## src/rtl/kef_pkg.sv

```systemverilog
`default_nettype none

package kef_pkg;

   // default queue depth
   localparam int unsigned KEF_DEPTH = 16;

   localparam int unsigned KEY_W    = 32;
   localparam int unsigned OPCODE_W = 2;
   localparam int unsigned STATUS_W = 2;
   localparam int unsigned COUNT_W  = 5;

   // command opcodes
   localparam logic [OPCODE_W-1:0] OP_PUSH    = 2'd0;
   localparam logic [OPCODE_W-1:0] OP_POP     = 2'd1;
   localparam logic [OPCODE_W-1:0] OP_EXTRACT = 2'd2;

   // result status codes
   localparam logic [STATUS_W-1:0] STAT_OK       = 2'd0;
   localparam logic [STATUS_W-1:0] STAT_FULL     = 2'd1;
   localparam logic [STATUS_W-1:0] STAT_EMPTY    = 2'd2;
   localparam logic [STATUS_W-1:0] STAT_NOTFOUND = 2'd3;

   // sequencer states
   typedef enum logic {
      ST_IDLE,
      ST_EXTRACT
   } kef_state_type;

   // control broadcast to every cell of the row
   typedef struct packed {
      logic shift;   // take the key of the right-hand neighbor
      logic wr_en;   // load wr_data into the cell at wr_pos
   } kef_cell_ctl_type;

endpackage

`default_nettype wire

```

## src/rtl/kef_cell.sv

```systemverilog
`default_nettype none

module kef_cell
   import kef_pkg::*;
#(
   parameter int unsigned IDX   = 0,
   parameter int unsigned IDX_W = 4
) (
   input  wire logic                  clock,
   input  wire kef_cell_ctl_type      ctl,
   input  wire logic [IDX_W-1:0]      wr_pos,
   input  wire logic [KEY_W-1:0]      wr_data,
   input  wire logic [KEY_W-1:0]      next_key,
   output logic      [KEY_W-1:0]      key
);

   logic [KEY_W-1:0] key_ff;
   logic [KEY_W-1:0] key_in;
   logic             sel;

   assign sel = ctl.wr_en && (wr_pos == IDX_W'(IDX));

   // load at our slot, else advance from the neighbor, else hold
   always_comb begin
      if (sel) begin
         key_in = wr_data;
      end else if (ctl.shift) begin
         key_in = next_key;
      end else begin
         key_in = key_ff;
      end
   end

   always_ff @(posedge clock) begin
      key_ff <= key_in;
   end

   assign key = key_ff;

endmodule

`default_nettype wire

```

## src/rtl/keyed_extract_fifo_core.sv

```systemverilog
`default_nettype none

// Ordered key queue with push, pop and keyed extract.
// Request channel: req_opcode and req_key, taken when req_valid is high and
// req_stall is low. Result channel: one beat per request with rsp_status,
// rsp_key_out, rsp_ahead_count, rsp_behind_count and rsp_occupancy, taken
// when rsp_valid is high and rsp_stall is low.
// The keys sit in a row of DEPTH cells with the head in cell 0; every cell
// shifts its key toward the head when the row advances.
// Push, pop and the unused opcode finish in the accept cycle: the result is
// valid in the cycle after the request beat. Extract on a queue holding n keys
// rotates the row once per cycle through the single head comparator, each
// kept key rejoining at the tail, and its result is loaded once all n keys
// have been examined (an empty queue answers as a push or pop does). A new
// request is taken in the cycle after the result register is loaded if rsp_stall is low.
// While the receiver stalls, the result beat holds in its output register
// and req_stall stays high until that beat is taken.
// Reset empties the queue and drops any pending result; the key cells are
// not cleared, since only cells below the fill count are ever read.

module keyed_extract_fifo_core
   import kef_pkg::*;
#(
   parameter int unsigned DEPTH = KEF_DEPTH
) (
   input  wire logic                 clock,
   input  wire logic                 reset,
   input  wire logic                 req_valid,
   output logic                      req_stall,
   input  wire logic [OPCODE_W-1:0]  req_opcode,
   input  wire logic [KEY_W-1:0]     req_key,
   output logic                      rsp_valid,
   input  wire logic                 rsp_stall,
   output logic      [STATUS_W-1:0]  rsp_status,
   output logic      [KEY_W-1:0]     rsp_key_out,
   output logic      [COUNT_W-1:0]   rsp_ahead_count,
   output logic      [COUNT_W-1:0]   rsp_behind_count,
   output logic      [COUNT_W-1:0]   rsp_occupancy
);

   localparam int unsigned IDX_W = (DEPTH > 1) ? $clog2(DEPTH) : 1;
   localparam int unsigned CNT_W = $clog2(DEPTH + 1);

   kef_state_type        state_ff, state_in;
   logic [CNT_W-1:0]     fill_ff, fill_in;
   logic [CNT_W-1:0]     left_ff, left_in;     // keys not yet examined
   logic [CNT_W-1:0]     kept_ff, kept_in;     // keys already rejoined
   logic                 found_ff, found_in;
   logic [COUNT_W-1:0]   ahead_ff, ahead_in;
   logic [COUNT_W-1:0]   behind_ff, behind_in;
   logic [KEY_W-1:0]     xkey_ff, xkey_in;

   logic                 rsp_valid_ff, rsp_valid_in;
   logic [STATUS_W-1:0]  rsp_status_ff, rsp_status_in;
   logic [KEY_W-1:0]     rsp_key_ff, rsp_key_in;
   logic [COUNT_W-1:0]   rsp_ahead_ff, rsp_ahead_in;
   logic [COUNT_W-1:0]   rsp_behind_ff, rsp_behind_in;
   logic [COUNT_W-1:0]   rsp_occ_ff, rsp_occ_in;

   kef_cell_ctl_type     ctl;
   logic [IDX_W-1:0]     wr_pos;
   logic [KEY_W-1:0]     wr_data;
   logic [KEY_W-1:0]     cell_key [DEPTH];
   logic [KEY_W-1:0]     head;
   logic [CNT_W-1:0]     tail_pos;
   logic                 match;
   logic                 rsp_free;
   logic                 req_accept;

   // row of key cells, head in cell 0
   for (genvar i = 0; i < DEPTH; i++) begin : g_cell
      logic [KEY_W-1:0] nbr;
      if (i == DEPTH - 1) begin : g_last
         assign nbr = cell_key[i];
      end else begin : g_mid
         assign nbr = cell_key[i+1];
      end
      kef_cell #(
         .IDX   (i),
         .IDX_W (IDX_W)
      ) u_cell (
         .clock    (clock),
         .ctl      (ctl),
         .wr_pos   (wr_pos),
         .wr_data  (wr_data),
         .next_key (nbr),
         .key      (cell_key[i])
      );
   end

   assign head       = cell_key[0];
   assign match      = (head == xkey_ff);
   assign tail_pos   = left_ff + kept_ff - CNT_W'(1);
   assign rsp_free   = !rsp_valid_ff || !rsp_stall;
   assign req_stall  = (state_ff != ST_IDLE) || !rsp_free;
   assign req_accept = req_valid && !req_stall;

   // sequence commands, drive the row and load the result register
   always_comb begin
      state_in      = state_ff;
      fill_in       = fill_ff;
      left_in       = left_ff;
      kept_in       = kept_ff;
      found_in      = found_ff;
      ahead_in      = ahead_ff;
      behind_in     = behind_ff;
      xkey_in       = xkey_ff;
      rsp_valid_in  = rsp_valid_ff && rsp_stall;
      rsp_status_in = rsp_status_ff;
      rsp_key_in    = rsp_key_ff;
      rsp_ahead_in  = rsp_ahead_ff;
      rsp_behind_in = rsp_behind_ff;
      rsp_occ_in    = rsp_occ_ff;
      ctl           = '0;
      wr_pos        = '0;
      wr_data       = req_key;

      unique case (state_ff)
         ST_IDLE: begin
            if (req_accept) begin
               rsp_valid_in  = 1'b1;
               rsp_status_in = STAT_OK;
               rsp_key_in    = '0;
               rsp_ahead_in  = '0;
               rsp_behind_in = '0;
               rsp_occ_in    = COUNT_W'(fill_ff);
               unique case (req_opcode)
                  OP_PUSH: begin
                     if (fill_ff == CNT_W'(DEPTH)) begin
                        rsp_status_in = STAT_FULL;
                     end else begin
                        ctl.wr_en  = 1'b1;
                        wr_pos     = IDX_W'(fill_ff);
                        fill_in    = fill_ff + CNT_W'(1);
                        rsp_occ_in = COUNT_W'(fill_in);
                     end
                  end
                  OP_POP: begin
                     if (fill_ff == '0) begin
                        rsp_status_in = STAT_EMPTY;
                     end else begin
                        ctl.shift  = 1'b1;
                        fill_in    = fill_ff - CNT_W'(1);
                        rsp_key_in = head;
                        rsp_occ_in = COUNT_W'(fill_in);
                     end
                  end
                  OP_EXTRACT: begin
                     if (fill_ff == '0) begin
                        rsp_status_in = STAT_NOTFOUND;
                     end else begin
                        // hold the result until the rotation is done
                        rsp_valid_in = 1'b0;
                        state_in     = ST_EXTRACT;
                        left_in      = fill_ff;
                        kept_in      = '0;
                        found_in     = 1'b0;
                        ahead_in     = '0;
                        behind_in    = '0;
                        xkey_in      = req_key;
                     end
                  end
                  default: begin
                     // unused opcode: no operation
                  end
               endcase
            end
         end
         ST_EXTRACT: begin
            // advance the row; a kept head rejoins behind the kept keys
            ctl.shift = 1'b1;
            ctl.wr_en = !match;
            wr_pos    = tail_pos[IDX_W-1:0];
            wr_data   = head;
            left_in   = left_ff - CNT_W'(1);
            kept_in   = kept_ff + CNT_W'(!match);
            if (match) begin
               found_in = 1'b1;
            end else if (found_ff) begin
               behind_in = behind_ff + COUNT_W'(1);
            end else begin
               ahead_in = ahead_ff + COUNT_W'(1);
            end
            if (left_ff == CNT_W'(1)) begin
               state_in      = ST_IDLE;
               fill_in       = kept_in;
               rsp_valid_in  = 1'b1;
               rsp_status_in = found_in ? STAT_OK : STAT_NOTFOUND;
               rsp_key_in    = '0;
               rsp_ahead_in  = ahead_in;
               rsp_behind_in = behind_in;
               rsp_occ_in    = COUNT_W'(kept_in);
            end
         end
         default: begin
            state_in = ST_IDLE;
         end
      endcase
   end

   // control registers
   always_ff @(posedge clock) begin
      if (reset) begin
         state_ff     <= ST_IDLE;
         fill_ff      <= '0;
         rsp_valid_ff <= 1'b0;
      end else begin
         state_ff     <= state_in;
         fill_ff      <= fill_in;
         rsp_valid_ff <= rsp_valid_in;
      end
   end

   // working and result payload registers
   always_ff @(posedge clock) begin
      left_ff       <= left_in;
      kept_ff       <= kept_in;
      found_ff      <= found_in;
      ahead_ff      <= ahead_in;
      behind_ff     <= behind_in;
      xkey_ff       <= xkey_in;
      rsp_status_ff <= rsp_status_in;
      rsp_key_ff    <= rsp_key_in;
      rsp_ahead_ff  <= rsp_ahead_in;
      rsp_behind_ff <= rsp_behind_in;
      rsp_occ_ff    <= rsp_occ_in;
   end

   assign rsp_valid        = rsp_valid_ff;
   assign rsp_status       = rsp_status_ff;
   assign rsp_key_out      = rsp_key_ff;
   assign rsp_ahead_count  = rsp_ahead_ff;
   assign rsp_behind_count = rsp_behind_ff;
   assign rsp_occupancy    = rsp_occ_ff;

   // fill count never passes the row length
   a_fill_bound: assert property (@(posedge clock) disable iff (reset)
      fill_ff <= CNT_W'(DEPTH))
      else $error("fill count exceeds depth");

   // no request is taken while a rotation runs
   a_busy_stall: assert property (@(posedge clock) disable iff (reset)
      (state_ff == ST_EXTRACT) |-> req_stall)
      else $error("request taken during extract");

   // rotation keeps the unexamined and kept keys inside the queue
   a_rot_bound: assert property (@(posedge clock) disable iff (reset)
      (state_ff == ST_EXTRACT) |->
         ((left_ff != '0) && ((left_ff + kept_ff) <= fill_ff)))
      else $error("extract rotation out of range");

   // the result register is loaded only when the output side is free
   a_rsp_load: assert property (@(posedge clock) disable iff (reset)
      (rsp_valid_ff && rsp_stall) |=> rsp_valid_ff)
      else $error("pending result dropped");

endmodule

`default_nettype wire
```

## config.mk

```make
export PLATFORM = sky130hd
export DESIGN_NAME = keyed_extract_fifo_core
export DESIGN_NICKNAME = d
export VERILOG_FILES = /design/src/rtl/kef_pkg.sv /design/src/rtl/kef_cell.sv /design/src/rtl/keyed_extract_fifo_core.sv
export SDC_FILE = /design/constraint.sdc
export NUM_CORES = 1
export LEC_CHECK = 0
export BUFFER_PORTS_ARGS = -buffer_cell sky130_fd_sc_hd__buf_4
export CORE_MARGIN = 2
export CORE_UTILIZATION = 60
export CTS_BUF_LIST = sky130_fd_sc_hd__clkbuf_2 sky130_fd_sc_hd__clkbuf_4 sky130_fd_sc_hd__clkbuf_8
export DETAILED_ROUTE_END_ITERATION = 16
export PLACE_DENSITY = 0.77
export SYNTH_ARGS = -nofsm -noshare
export SYNTH_HDL_FRONTEND = slang
export SYNTH_SLANG_ARGS = --single-unit
```

## constraint.sdc

```tcl
create_clock -name clock -period 4.2 [get_ports clock]
set_input_delay 0.21 -clock clock [delete_from_list [all_inputs] [get_ports clock]]
set_output_delay 0.21 -clock clock [all_outputs]
set_load 0.02 [all_outputs]
```

== Yosys cells after proc, flatten, opt, wreduce, memory -nomap -nowiden ==
Cells that the tools add are included.
Operators by class
  bitwise gates (word level): 2
  multiplexer cells: 94
  equal/unequal tests: 24
  reduce and logical (&&, ||, !) cells: 46
  add/subtract/negate cells: 8
Operator list (number)
  two-way mux 32 bit: 35
  two-way mux 5 bit: 17
  case mux 5 bit (2 select lines): 8
  case mux 32 bit (2 select lines): 1
  equality test 32 bit: 1
  equality test 4 bit, second input constant: 8
  nonzero test 2 bit: 15
  logical AND 1 bit: 18
  two-way mux 1 bit: 17
  equality test 4 x 3 -> 1 bit, second input constant: 4
  adder 5 x 1 -> 5 bit, second input constant: 3
  two-way mux 2 bit: 6
  two-way mux 4 bit: 3
  subtractor 5 x 1 -> 5 bit, second input constant: 2
  equality test 4 x 2 -> 1 bit, second input constant: 2
  case mux 2 bit (2 select lines): 2
  case mux 4 bit (2 select lines): 1
  case mux 1 bit (2 select lines): 3
  case mux 2 bit (3 select lines): 1
  adder 5 x 1 -> 5 bit: 1
  equality test 5 x 1 -> 1 bit, second input constant: 1
  equality test 5 bit, second input constant: 1
  zero test 1 bit: 5
  zero test 5 bit: 1
  other kinds (14): 18
Storage, ports and cells
  register bits: 621
  logic and storage cells: 204
  input bits: 38

== Depth between registers and ports, before layout ==
Gate-level depths: netlist (run 1).
  depth after elaboration: 11
  gate-level depth with buffers: 15
  mapped depth without buffers: 13

== By module ==
Synthesis (run 1) repeated with hierarchy kept, for this count alone.
Unflattened totals
  cells, all modules: 1547
  area, all modules: 29430.7 um^2
By module, submodules not included
  kef_cell (g_cell[10].u_cell ...): sequential area each 960.9 um^2, times used 5, cells each 70, area each 1493.9 um^2
  kef_cell (g_cell[11].u_cell ...): sequential area each 960.9 um^2, times used 4, cells each 70, area each 1505.2 um^2
  kef_cell (g_cell[1].u_cell ...): sequential area each 960.9 um^2, times used 4, cells each 70, area each 1491.4 um^2
  keyed_extract_fifo_core: sequential area each 3203.1 um^2, times used 1, cells each 427, area each 5490.3 um^2
  kef_cell (g_cell[12].u_cell ...): sequential area each 960.9 um^2, times used 2, cells each 70, area each 1497.7 um^2
  kef_cell (g_cell[0].u_cell): sequential area each 960.9 um^2, times used 1, cells each 70, area each 1488.9 um^2

== Worst setup path after synthesis (run 1) ==
Ideal clock, no wire load.
  kind: reg2reg
  from: register left_ff[1]
  to: register g_cell[15].u_cell.key_ff[0] (enable)
  library setup time: 0.421 ns
  setup slack: 0.427 ns
  buffers on the path: 0
  cell stages (with the launch flop): 12
  period minus slack after synthesis: 3.773 ns
  data required time: 3.779 ns
  arrival: 3.352 ns
  cells stage by stage: edfxtp_1 > inv_1 > ha_1 > inv_1 > ha_1 > inv_1 > fa_1 > xor2_1 > xnor2_1 > nor2_1 > a21oi_1 > nor2_1
On the way
  longest elaborated chain between the ends: 5
RTL lines
  from (decl): line keyed_extract_fifo_core.sv:46  | logic [CNT_W-1:0] left_ff, left_in;
  from (signal assigned): line keyed_extract_fifo_core.sv:216  | left_ff <= left_in;
  adder 4 bit: line keyed_extract_fifo_core.sv:93  | assign tail_pos = left_ff + kept_ff - CNT_W'(1);
  subtractor 4 x 1 -> 4 bit: line keyed_extract_fifo_core.sv:93
  case mux 4 bit (2 select lines): line keyed_extract_fifo_core.sv:118  | unique case (state_ff)
  equality test 4 bit: line kef_cell.sv:21  | assign sel = ctl.wr_en && (wr_pos == IDX_W'(IDX));
  logical AND 1 bit: line kef_cell.sv:21
  via g_cell[15].u_cell.sel: line kef_cell.sv:19  | logic sel;
  to (signal assigned): line kef_cell.sv:35  | key_ff <= key_in;
  to (decl): line kef_cell.sv:17  | logic [KEY_W-1:0] key_ff;
The timed path passes the listed nets, and every way through them passes these cells.
A chain may end at the register's enable or synchronous reset.

== Worst setup path after layout (run 1) ==
  from: register fill_ff[1]
  to: register g_cell[13].u_cell.key_ff[19], data pin
On the way
  longest elaborated chain between the ends: 8
  elaborated cells between the ends (all ways): 12
  those cells by class: 2 x eq/ne; 9 x mux; 1 x reduce/logical
RTL lines
  from (decl): line keyed_extract_fifo_core.sv:45  | logic [CNT_W-1:0] fill_ff, fill_in;
  from (signal assigned): line keyed_extract_fifo_core.sv:209  | fill_ff <= fill_in;
  equality test 5 bit: line keyed_extract_fifo_core.sv:129  | if (fill_ff == CNT_W'(DEPTH)) begin
  two-way mux 4 bit: line keyed_extract_fifo_core.sv:129
  two-way mux 4 bit: line keyed_extract_fifo_core.sv:127  | unique case (req_opcode)
  two-way mux 4 bit: line keyed_extract_fifo_core.sv:120  | if (req_accept) begin
  case mux 4 bit (2 select lines): line keyed_extract_fifo_core.sv:118
  equality test 4 bit: line kef_cell.sv:21
  logical AND 1 bit (*): line kef_cell.sv:21
  two-way mux 32 bit (*): line kef_cell.sv:25  | if (sel) begin
  via g_cell[13].u_cell.key_in[19]: line kef_cell.sv:18  | logic [KEY_W-1:0] key_in;
  to (signal assigned): line kef_cell.sv:35
  to (decl): line kef_cell.sv:17
Mark *: on every way through the listed nets, which the timed path passes. The rest lies on a longest branch.

==> impl_metrics.env, run 1 <==
export IMPL_cts_setup_buffers=0
export IMPL_dieArea_mm2=0.0470
export IMPL_arrival_ns=3.89
export IMPL_synth_area_mux_share=0.218
export IMPL_min_period_over_period=0.829
export IMPL_nNetsFinal=1778
export IMPL_crit_required_ns=4.61
export IMPL_wl_per_cell_um=18.6
export IMPL_synth_top_family_by_area="multiplexers"
export IMPL_first_iter_violations=863
export IMPL_cts_tree="done"
export IMPL_clock_sinks=621
export IMPL_clk_pin_slew_ns=0.06
export IMPL_grt_antenna_before_repair=0
export IMPL_cts_resized=0
export IMPL_synthCells=1568
export IMPL_syn_avg_cell_area_um2=17.3
export IMPL_gp_congestion=0.842
export IMPL_first_pass_iters=5
export IMPL_use_met3=0.0344
export IMPL_final_hold_violation_count=0
export IMPL_place_hpwl_um=28600
export IMPL_clock_skew_ns=0.0326
export IMPL_placed_area_mm2=0.0284
export IMPL_cellPowerDensity_mw_per_mm2=435
export IMPL_overflow=0
export IMPL_synthesis_nets=1619
export IMPL_rsz0062_at_grt="false"
export IMPL_drtAntennaViolNets=0
export IMPL_use_met1=0.257
export IMPL_pwr_share_comb=0.088
export IMPL_synth_ff_type="edfxtp_1"
export IMPL_grt_first_pass_wirelength_um=72600
export IMPL_synth_edf_count=614
export IMPL_ys_ff_latch=621
export IMPL_max_slew_margin=0.300
export IMPL_finalMaxSlewViolations=0
export IMPL_slowest_stage="dfxtp_1"
export IMPL_fin_crit_ns=3.48
export IMPL_synthesis_area_mm2=0.0272
export IMPL_via_per_inst=5.61
export IMPL_ios=89
export IMPL_sw_frac_of_total=0.230
export IMPL_outcome="finished clean"
export IMPL_synth_cell_type_count=55
export IMPL_clk_latency_ns=0.66
export IMPL_hp_class="input port to register"
export IMPL_setup_viol=0
export IMPL_min_from="req_valid"
export IMPL_p_leak_uw=0.0105
export IMPL_peakVddDrop_v=0.000225
export IMPL_n_antenna_cell=0
export IMPL_path_max_fanout=32
export IMPL_grt_use_met2=0.318
export IMPL_path_cells="inv_1, ha_1, and4bb_1, and4b_2, a32o_1, nand2_1, o21ai_4, buf_4, mux2_2"
export IMPL_cp_start_kind="register"
export IMPL_ys_warn_count=0
export IMPL_dieHeight_um=217
export IMPL_maxCapViolations=0
export IMPL_end_kind="register"
export IMPL_rows=77
export IMPL_utilization=0.686
export IMPL_internal_power_uw=10200
export IMPL_syn_to_final_growth_pct=12.2
export IMPL_drive_gt1_frac=0.430
export IMPL_power_frac_clock=0.349
export IMPL_cts_made_buffers=94
export IMPL_start_util=0.611
export IMPL_synthAdderAreaFrac=0.00627
export IMPL_r2r_start="fill_ff[1]"
export IMPL_tns_ns=0
export IMPL_via_count=13400
export IMPL_track_usage=0.192
export IMPL_ctsRootBufferMaster="clkbuf_8"
export IMPL_drt_total_wl_um=44400
export IMPL_fmax_mhz=287
export IMPL_cts_htree_levels=3
export IMPL_yosys_area_share_xor_xnor=0.0148
export IMPL_layout_commonest_cell="edfxtp_1"
export IMPL_yosysSeqAreaShare=0.684
export IMPL_grt_pass1_vias=13900
export IMPL_design_area_mm2=0.0305
export IMPL_port_buffers=88
export IMPL_clk_path_buf_depth=3
export IMPL_startpoint="fill_ff[1]"
export IMPL_slowest_delay_ns=0.58
export IMPL_critPathKind="register to register"
export IMPL_die_w_um=217
export IMPL_worst_pin_slew_ns=1.05
export IMPL_synthArstFlopShare=0
export IMPL_cp_buffers_inverters=2
export IMPL_drc=0
export IMPL_seqPwrFrac=0.563
export IMPL_layout_common_cells="edfxtp_1, mux2_2, buf_4, clkbuf_8, nand2_1"
export IMPL_yosys_area_share_simple=0.0334
export IMPL_core_area_mm2=0.0444
export IMPL_p_sw_uw=3040
export IMPL_grt_max_degree=40
export IMPL_cp_top_family="simple AND/OR/NAND/NOR gates"
export IMPL_synth_compound_area_frac=0.0198
export IMPL_busiest_layer="met2"
metal layers:
| metal | up-vias | wire length [µm] |
|---|---|---|
| li1 | 6335 | - |
| met1 | 6727 | 19900 |
| met2 | 276 | 21600 |
| met3 | 81 | 1840 |
| met4 | 0 | 1080 |
| met5 | - | 0 |
cell families (layout without fill, tap and decap cells):
logic type / after synthesis / count (layout)
compound gates: 65 / 65
xor+xnor: 46 / 46
fa+ha+maj: 13 / 13
buf+inv: 125 / 357
flops: 621 / 621
mux: 517 / 517
simple gates: 181 / 181
registers in the layout (all words and copies together) (netlist names):
name and cells:
xkey_ff 32, rsp_behind_count 5, g_cell.u_cell.key 512, fill_ff 5, found_ff 1, behind_ff 5
rsp_valid 1, rsp_status 2, rsp_occupancy 5, left_ff 5, state_ff 1, rsp_ahead_count 5
ahead_ff 5, rsp_key_out 32, kept_ff 5
cell usage after synthesis (all sizes together), types with 2 or more instances:
cell | n | area share
o22ai | 2 | 0.00046
inv | 24 | 0.0033
xnor2 | 40 | 0.013
ha | 12 | 0.0055
edfxtp | 614 | 0.68
nand4b | 2 | 0.00065
nand3 | 6 | 0.0011
dfxtp | 7 | 0.0052
nor2b | 2 | 0.00046
o31ai | 4 | 0.0011
nand4 | 10 | 0.0023
mux2i | 5 | 0.0018
or4 | 3 | 0.00083
nand2b | 8 | 0.0018
o21ai | 16 | 0.0043
or3 | 3 | 0.00069
a32o | 3 | 0.0011
a311oi | 2 | 0.00065
o41a | 3 | 0.0023
nand3b | 2 | 0.00055
a211oi | 2 | 0.00055
or2 | 2 | 0.00046
xor2 | 6 | 0.0019
and2 | 35 | 0.0081
nor3 | 8 | 0.0015
a31oi | 2 | 0.0010
nor4 | 3 | 0.00069
nor2 | 30 | 0.0041
buf | 53 | 0.013
nand2 | 63 | 0.0087
mux2 | 512 | 0.22
a32oi | 2 | 0.00065
a21oi | 21 | 0.0041
clkbuf | 48 | 0.0066
worst paths after layout:
path,to,slack (ns),cells after the start
max,g_cell[13].u_cell.key[19],0.72,9
min,rsp_valid,0.07,4
max reg2reg,g_cell[13].u_cell.key[19],0.72,9
min reg2reg,g_cell[13].u_cell.key[7],0.53,1
area by class of cell:
cell class,count,area (µm²)
Sequential cell,621,18600
Clock buffer,125,1550
Timing Repair Buffer,164,1330
Fill cell,2759,13900
Tap cell,592,741
Clock inverter,44,208
Inverter,24,90.1
Multi-Input combinational cell,822,7980
per-stage QoR:
step,worst slack [ns],power (µW),std cells,hold WS (ns)
floorplan,0.427,8340,1568,0.279
global placement,0.791,8650,2187,0.398
detailed placement,0.749,8710,2187,0.399
CTS,0.717,13400,2392,0.0154
global route,0.492,13800,2392,0.0696
finish,0.717,13200,2392,0.0694
worst min-delay path: stages:
cell	delay, ns
buf_4	0.13
nand2_1	0.13
o211a_1	0.17
nor2_1	0.04
power groups by stage:
stage | logic, µW | clock network (µW) | registers (µW)
floorplan | 746 | 0 | 7600
global placement | 1090 | 0 | 7560
detailed placement | 1130 | 0 | 7580
CTS | 1170 | 4750 | 7460
global route | 1270 | 5020 | 7490
finish | 1160 | 4630 | 7450
what timing repair did:
item                                    4_1_cts  5_1_grt
hold buffers                                 36        0
hold endpoints to repair                     39        0
endpoints found under the setup margin        0        0
(Power assumes the default switching activity.)
==> inputs of run 2 (changes only) <==
==> constraint.sdc (replaced) <==
create_clock -name clock -period 3.58 [get_ports clock]
set_input_delay 0.179 -clock clock [delete_from_list [all_inputs] [get_ports clock]]
set_output_delay 0.179 -clock clock [all_outputs]
set_load 0.02 [all_outputs]
==> run 2 against run 1 <==
Net effect:
- design area increased by 1.5%
- routed wire length up 2.4%
- sequential power up 17%
- flip-flop and latch count is the same
- fmax increased by 3.0%
- worst setup slack lost 0.52 ns
- combinational power increased by 22%
==> impl_metrics.env, run 2 (synthesized netlist as in run 1, its figures left out) <==
export IMPL_via_count=13600
export IMPL_grt_max_degree=40
export IMPL_sw_frac_of_total=0.227
export IMPL_dieArea_mm2=0.0470
export IMPL_track_usage=0.199
export IMPL_cts_htree_levels=3
export IMPL_cp_start_kind="register"
export IMPL_ios=89
export IMPL_cellPowerDensity_mw_per_mm2=509
export IMPL_reg2reg_slack_ns=0.20
export IMPL_min_from="req_opcode[0]"
export IMPL_start_util=0.611
export IMPL_outcome="finished clean"
export IMPL_critPathKind="register to register"
export IMPL_rows=77
export IMPL_maxCapViolations=0
export IMPL_setup_viol=0
export IMPL_grt_pass1_vias=14200
export IMPL_crit_required_ns=3.99
export IMPL_drc=0
export IMPL_p_leak_uw=0.0106
export IMPL_peakVddDrop_v=0.000251
export IMPL_path_max_fanout=32
export IMPL_cts_tree="done"
export IMPL_wl_per_cell_um=18.9
export IMPL_overflow=0
export IMPL_port_buffers=88
export IMPL_drt_total_wl_um=45500
export IMPL_drive_gt1_frac=0.444
export IMPL_r2r_cells=14
export IMPL_dieHeight_um=217
export IMPL_internal_power_uw=12200
export IMPL_clk_pin_slew_ns=0.06
export IMPL_clock_sinks=621
export IMPL_cts_made_buffers=96
export IMPL_layout_common_cells="edfxtp_1, mux2_2, buf_4, clkbuf_8, nand2_1"
export IMPL_power_frac_clock=0.354
export IMPL_drtAntennaViolNets=0
export IMPL_first_iter_violations=978
export IMPL_clk_path_buf_depth=3
export IMPL_end_kind="register"
export IMPL_ctsRootBufferMaster="clkbuf_8"
export IMPL_n_fill_cell=2803
export IMPL_r2r_start="left_ff[1]"
export IMPL_grt_first_pass_wirelength_um=74500
export IMPL_min_period_over_period=0.945
export IMPL_largest_register_ff_count=512
export IMPL_nNetsFinal=1800
export IMPL_pwr_share_comb=0.090
export IMPL_holdPathStages=5
export IMPL_core_area_mm2=0.0444
export IMPL_rsz0062_at_grt="false"
export IMPL_layout_commonest_cell="edfxtp_1"
export IMPL_die_w_um=217
export IMPL_via_per_inst=5.63
export IMPL_gp_congestion=0.835
export IMPL_place_hpwl_um=29600
export IMPL_clock_skew_ns=0.0247
export IMPL_arrival_ns=3.79
export IMPL_worst_pin_slew_ns=1.04
export IMPL_final_hold_violation_count=0
export IMPL_finalMaxSlewViolations=0
export IMPL_hp_class="input port to register"
export IMPL_grt_antenna_before_repair=0
export IMPL_seqPwrFrac=0.555
export IMPL_fmax_mhz=296
export IMPL_fin_crit_ns=3.38
export IMPL_n_antenna_cell=0
export IMPL_max_slew_margin=0.304
export IMPL_p_sw_uw=3570
export IMPL_syn_to_final_growth_pct=13.9
export IMPL_hold_path_end="fill_ff[2]"
export IMPL_first_pass_iters=5
export IMPL_fin_hold_ws_ns=0.0956
export IMPL_clk_latency_ns=0.67
export IMPL_rr_endpoint="g_cell[5].u_cell.key[18]"
export IMPL_finalPower_uw=15700
==> run 2: worst max path at each step <==
stage	start	to	cells past startpoint
after global placement	left_ff[1]	g_cell[11].u_cell.key[13]	12
final	left_ff[1]	g_cell[5].u_cell.key[18]	14
after CTS	left_ff[1]	g_cell[11].u_cell.key[2]	12
after global routing	left_ff[1]	g_cell[5].u_cell.key[28]	14
after floorplan	left_ff[1]	g_cell[15].u_cell.key[0]	11
after detailed placement	left_ff[1]	g_cell[11].u_cell.key[13]	12
==> run 2: metrics by stage <==
step / worst slack [ns] / cells / util / setup TNS (ns) / area (µm²)
6_report: 0.198 / 2409 / 0.696 / 0 / 30900
5_1_grt: 0.0356 / 2409 / 0.696 / 0 / 30900
4_1_cts: 0.0347 / 2408 / 0.695 / 0 / 30900
3_5_place_dp: -0.0918 / 2203 / 0.646 / -2.50 / 28700
3_3_place_gp: 0.0393 / 2203 / 0.646 / 0 / 28700
2_1_floorplan: 0.332 / 1568 / - / 0 / 27200
==> run 2: power by group through the flow <==
stage,logic [µW],registers (µW),clock network [µW]
5_1_grt,1550,8780,6050
3_3_place_gp,1320,8860,0
2_1_floorplan,875,8910,0
4_1_cts,1420,8740,5730
6_report,1420,8740,5580
3_5_place_dp,1380,8890,0
==> run 2: layout make-up <==
cell class / count / area (µm²) / area share
clock inverter: 33 / 198 / 0.00639
tap: 592 / 741 / 0.0240
multi-input combinational: 823 / 8010 / 0.259
timing repair buffer: 183 / 1690 / 0.0547
inverter: 24 / 90.1 / 0.00291
clock buffer: 133 / 1610 / 0.0521
sequential: 621 / 18600 / 0.601
==> run 2: timing repair <==
action,4_1_cts,5_1_grt
gates resized for setup,1,3
setup buffers,1,1
pin swaps,1,1
hold endpoints to repair,40,0
gates cloned,1,0
hold buffers,37,0
setup endpoints to repair,32,260
==> run 2: layer usage <==
metal | up-vias | global-route usage | wire length [µm]
met4 | 0 | 0.0699 | 902
met1 | 6794 | 0.266 | 20200
met3 | 58 | 0.0379 | 2250
li1 | 6384 | - | -
met5 | - | 0 | 0
met2 | 336 | 0.331 | 22100
==> run 2: worst max-delay path, stage by stage, from the launching register on <==
cell and delay (ns):
edfxtp_1 0.40, inv_1 0.11, ha_1 0.24, inv_1 0.06, ha_1 0.13, inv_1 0.05
fa_1 0.43, xor2_1 0.18, buf_4 0.15, xor2_2 0.22, nor2_1 0.26, nand2_1 0.11
o21ai_2 0.18, buf_12 0.22, mux2_2 0.37
